[src/rtl/core/rzs_mul.sv]
// ----------------------------------------------------------------------------
// Rolling z-score serial multiplier
// Shift-and-add multiplier that retires one multiplier bit per cycle.
// ----------------------------------------------------------------------------
module rzs_mul #(
  parameter int AW = 66,
  parameter int BW = 33
) (
  input  logic             clk,
  input  logic             rst,
  input  logic             start,
  input  logic [AW-1:0]    a,
  input  logic [BW-1:0]    b,
  output logic             busy,
  output logic             done,
  output logic [AW+BW-1:0] p
);

  localparam int PW = AW + BW;
  localparam int CNTW = (BW > 1) ? $clog2(BW) : 1;

  logic [PW-1:0]   ash;
  logic [BW-1:0]   bsh;
  logic [CNTW-1:0] cnt;

  always_ff @(posedge clk) begin
    if (rst) begin
      busy <= 1'b0;
      done <= 1'b0;
    end else begin
      done <= 1'b0;
      if (start) begin
        busy <= 1'b1;
        p    <= '0;
        ash  <= PW'(a);
        bsh  <= b;
        cnt  <= CNTW'(BW - 1);
      end else if (busy) begin
        if (bsh[0]) begin
          p <= p + ash;
        end
        ash <= ash << 1;
        bsh <= bsh >> 1;
        cnt <= cnt - 1'b1;
        if (cnt == '0) begin
          busy <= 1'b0;
          done <= 1'b1;
        end
      end
    end
  end

endmodule

[config.mk]
export PLATFORM = sky130hd
export DESIGN_NAME = rzs_mul
export DESIGN_NICKNAME = d
export VERILOG_FILES = /design/src/rtl/core/rzs_mul.sv
export SDC_FILE = /design/constraint.sdc
export NUM_CORES = 1
export LEC_CHECK = 0
export ABC_AREA = 1
export BUFFER_PORTS_ARGS = -buffer_cell sky130_fd_sc_hd__buf_2
export CAP_MARGIN = 10
export CORE_MARGIN = 2
export CORE_UTILIZATION = 50
export CTS_CLUSTER_DIAMETER = 150
export DETAILED_ROUTE_END_ITERATION = 12
export GPL_ROUTABILITY_DRIVEN = 1
export GPL_TIMING_DRIVEN = 0
export HOLD_SLACK_MARGIN = 0.15
export PLACE_DENSITY = 0.72
export SETUP_SLACK_MARGIN = 0.5
export SYNTH_ARGS = -nofsm -noshare
export SYNTH_HDL_FRONTEND = slang
export SYNTH_SLANG_ARGS = --single-unit
[constraint.sdc]
create_clock -name clk -period 13.5 [get_ports clk]
set_input_delay 0 -clock clk [delete_from_list [all_inputs] [get_ports clk]]
set_output_delay 0 -clock clk [all_outputs]
set_load 0.02 [all_outputs]
# Word-level counts from Yosys, hierarchy flattened
# Index checks and enable logic that the tools add are counted.
[op_classes]
n_addsub = 2
n_mux = 11
n_bitwise = 2
reduce_logical = 6
[op_table]
columns = ["cell", "n"]
rows = [
  ["two-way mux 99 bit", 3],
  ["adder 99 bit", 1],
  ["two-way mux 33 bit", 2],
  ["two-way mux 66 bit", 1],
  ["logical NOT 6 bit", 1],
  ["two-way mux 6 bit", 1],
  ["subtractor 6 x 1 -> 6 bit (second input constant)", 1],
  ["two-way mux 1 bit", 4],
  ["nonzero test 2 bit", 2],
  ["AND reduction 3 bit", 1],
  ["OR reduction 3 bit", 1],
  ["NOT 1 bit", 2],
  ["AND reduction 2 bit", 1],
]
[totals]
reg_bits = 239
in_bits = 102
wordCells = 28

# Logic depth before layout (Yosys ltp)
[logic_depth]
word_depth = 4
ltp_mapped = 17
ltp_nobuf = 17

# Least setup slack after synthesis
# OpenSTA, ideal clock, no wires.
[synth_timing]
path_type = "register -> register"
from = "register busy"
to = "register p[0], enable pin"
setup_ps = 557
arrival_ps = 12051
setup_slack_ps = 892
stages_incl_launch_ff = 5
n_path_buf = 0
cell_sequence = "dfxtp_1 inv_1 a21oi_1 inv_1 nor2_1"
[synth_between]
elab_chain_len = 2
[synth_rtl]
columns = ["item", "line_no", "rtl"]
rows = [
  ["start, declared", "14", "output logic busy,"],
  ["start signal, assigned", "28", "busy <= 1'b0;"],
  ["start signal, assigned", "33", "busy <= 1'b1;"],
  ["start signal, assigned", "46", "busy <= 1'b0;"],
  ["nonzero test 2 bit (no source line)", "n/a", ""],
  ["AND reduction 3 bit (no source line)", "n/a", ""],
  ["end signal, assigned", "40", "p <= p + ash;"],
  ["end, declared", "16", "output logic [AW+BW-1:0] p"],
]
# Every way passes these cells.
# A chain may end at the register's enable or synchronous reset.

# Worst setup path in the final report
[layout_timing]
from = "input port start"
to = "register p[23], enable pin"
[layout_between]
elab_chain_len = 2
[layout_rtl]
columns = ["item", "line_no", "rtl"]
rows = [
  ["start, declared", "11", "input logic start,"],
  ["nonzero test 2 bit (no source line)", "n/a", ""],
  ["AND reduction 3 bit (no source line) *", "n/a", ""],
]
# Every way passes the cells marked *; elsewhere a longest branch is shown, timed or not.

==> impl_metrics.py <==
metrics = {
    "status": {
        "status": "completed",
    },
    "grt": {
        "grt_max_degree": 31,
        "antenna_found_initial": 0,
        "globalRouteTotalUtil_pct": 37.4,
        "grt_pass1_vias": 19000,
        "grt_pass1_wl_mm": 110,
        "grt_overflow_total": 0,
    },
    "power": {
        "ir_drop_v": 0.000119,
        "pwr_density_cell_mw_per_mm2": 104,
        "p_total_w": 0.00239,
        "leakage_nw": 12.0,
    },
    "sta": {
        "period_share_pct": 27.3,
        "slew_headroom_pct": 27.5,
        "rsz0062_at_grt": "no",
        "fin_crit_ns": 3.69,
        "finalMaxSlewViolations": 0,
        "fin_ws_ns": 9.81,
        "finalHoldViolations": 0,
        "finalSetupViolCount": 0,
        "tns_ns": 0,
        "worstMarginPinSlew_ns": 1.09,
        "skew_ns": 0.0245,
        "fmax_ghz": 0.271,
    },
    "route": {
        "first_pass_iters": 7,
        "vias": 20200,
        "drt_iter0_markers": 2011,
        "viasPerCell": 5.32,
        "ant_nets": 0,
        "wirelength_mm": 75.0,
        "drc": 0,
        "wire_per_inst_um": 19.8,
    },
    "setup_path": {
        "path_max_fanout": 26,
        "startpoint": "start",
        "path_class": "in -> reg",
        "cp-endpoint": "p[23]",
        "worstPathArrival_ns": 3.94,
        "startpoint_type": "primary input",
        "reg2regPathDepth": 13,
        "regToRegSetupSlack_ns": 10.21,
        "worst_path_max_delay_cell": "clkinv_1",
        "worstPathRequired_ns": 13.76,
        "end_kind": "flip-flop",
        "regToRegEndpoint": "p[63]",
        "regToRegStartpoint": "p[9]",
        "path_cells": "dlygate4sd3_1, clkbuf_1, clkinv_1, clkbuf_1, a21oi_4, buf_16, inv_1, nor2_4, buf_12, buf_12",
        "critPathMaxStageDelay_ns": 0.65,
    },
    "logic_synthesis": {
        "synth.avg_cell_area_um2": 6.59,
        "syn-num-nets": 3099,
        "synthesis.area_mm2": 0.0191,
        "syn_inst": 2896,
        "synth.distinct_cells": 42,
        "yosysSeqAreaShare_pct": 37.5,
        "yosysWarningCount": 0,
        "ys_ff_latch": 239,
    },
    "floorplan": {
        "die_area_mm2": 0.0398,
        "start_util_pct": 50.7,
        "die_h_um": 199,
        "fp.dieW_um": 199,
        "core-area_mm2": 0.0377,
        "io_pins": 203,
        "rows": 71,
    },
    "clock_network": {
        "numCtsBuffers": 28,
        "clock_latency_ns": 0.58,
        "clockBufferDepth": 3,
        "cts_num_sinks": 239,
        "cts_tree": "built",
        "path_clk_slew_ns": 0.06,
        "root_buffer": "clkbuf_16",
        "htreeDepth": 1,
        "cts_setup_buffers": 0,
    },
    "placed_design": {
        "port_buffers": 201,
        "post-place-ws_ns": 10.06,
        "hpwl_mm": 57.7,
        "gp_congestion": 0.986,
    },
    "worst_hold_path": {
        "min_path_type": "in -> reg",
        "hold_depth": 3,
    },
    "cells_and_area": {
        "antenna_cells": 0,
        "area_growth_pct": 20.6,
        "drive_gt1_share_pct": 11.8,
        "nNetsFinal": 3465,
    },
    "flow_run": {
        "cap_violations": 0,
    },
}
-- worst min path at each step --
stage | from | end | slack [ns]
after global placement | rst | done | 0.18
after global routing | rst | done | 0.21
final | rst | done | 0.19
after floorplan | rst | done | 0.08
after CTS | rst | done | 0.18
after detailed placement | rst | done | 0.24
-- cell type report --
class	instances	area, um^2
Timing Repair Buffer	336	2470
Fill cell	3417	14600
Clock inverter	10	63.8
Sequential cell	239	7160
Tap cell	511	639
Clock buffer	37	734
Inverter	546	2050
Multi-Input combinational cell	2074	9760
Buffer	37	144
-- timing repair --
item / in CTS / in global routing
resized for setup: 0 / 0
setup endpoints to repair: 0 / 0
hold buffers: 125 / 0
endpoints found under the hold margin: 155 / 0
-- sequential cells by signal, indices dropped and copies added, names as in the netlist --
| signal | cells |
|---|---|
| done | 1 |
| ash | 99 |
| cnt | 6 |
| p | 99 |
| bsh | 33 |
| busy | 1 |
-- power by group --
part           switching, W  total (W)  internal, W
sequential        0.0000342   0.000923     0.000889
combinational      0.000534   0.000766     0.000232
clock              0.000321   0.000701     0.000380
total              0.000889    0.00239      0.00150
-- logic make-up (layout without fill, tap and decap cells) --
kind of cell / count (synthesis) / in the layout / share of synthesized area, %
DFF: 239 / 239 / 37.5
AOI/OAI and AO/OA: 272 / 272 / 7.61
adders and majority gates: 101 / 101 / 6.66
and+or+nand+nor: 1700 / 1700 / 36.7
buffers and inverters: 583 / 966 / 11.5
xor gates and xnor gates: 1 / 1 / 0.0459
-- critical path, delay by kind of cell --
kind | cells | cell delay [ns]
buffers and inverters | 8 | 2.94
AO/OA/AOI/OAI | 1 | 0.64
AND/OR/NAND/NOR | 1 | 0.27
-- layout by cell type, fill, tap and decap left out, types with 8 or more instances in the layout --
cell type / instances
nand2_1: 1189
inv_1: 522
nor2_1: 291
edfxtp_1: 237
buf_2: 205
a21oi_1: 161
dlygate4sd3_1: 125
ha_1: 100
nand3_1: 79
o21ai_0: 65
nor2_2: 38
clkbuf_1: 37
nand2_2: 32
clkbuf_16: 28
inv_2: 21
nor3_2: 13
o21bai_1: 12
nand3_2: 11
o21a_1: 11
nor2_4: 10
o21ai_1: 8
-- Yosys cell counts (all sizes together) --
cell / n / area (um^2)
nand2: 1222 / 4670
inv: 543 / 2040
nor2: 339 / 1440
edfxtp: 237 / 7120
a21oi: 164 / 828
ha: 100 / 1250
nand3: 90 / 505
o21ai: 73 / 365
clkbuf: 28 / 105
nor3: 21 / 181
o21bai: 12 / 90.1
o21a: 11 / 82.6
buf: 9 / 38.8
nor4: 7 / 43.8
and2: 6 / 37.5
a21boi: 5 / 37.5
nand4: 5 / 31.3
a211oi: 4 / 30.0
nand3b: 4 / 62.6
or2: 4 / 25.0
clkinv: 3 / 11.3
a31oi: 2 / 12.5
dfxtp: 2 / 40.0
a21o: 1 / 7.51
and3: 1 / 6.26
fa: 1 / 20.0
or3: 1 / 6.26
xnor2: 1 / 8.76
-- routing by layer --
metal / routed length [um] / global-route usage, % / vias to the layer above / share of wire [%]
met2: 33300 / 60.6 / 1082 / 44
met1: 31700 / 51.2 / 9286 / 42
li1: - / - / 9690 / -
met3: 7790 / 7.27 / 107 / 10
met5: 0 / 0 / - / 0
met4: 2190 / 10.1 / 0 / 2.9
-- through the flow --
step	utilization, %	cells	cell area (um^2)	hold WS (ns)
final	61.1	3790	23000	0.193
after global routing	61.1	3790	23000	0.213
after CTS	61.1	3790	23000	0.176
after detailed placement	55.7	3618	21000	0.236
after global placement	55.1	3608	20700	0.184
after floorplan	-	2896	19100	0.0785
No activity file was read; power rests on OpenSTA's default activity.
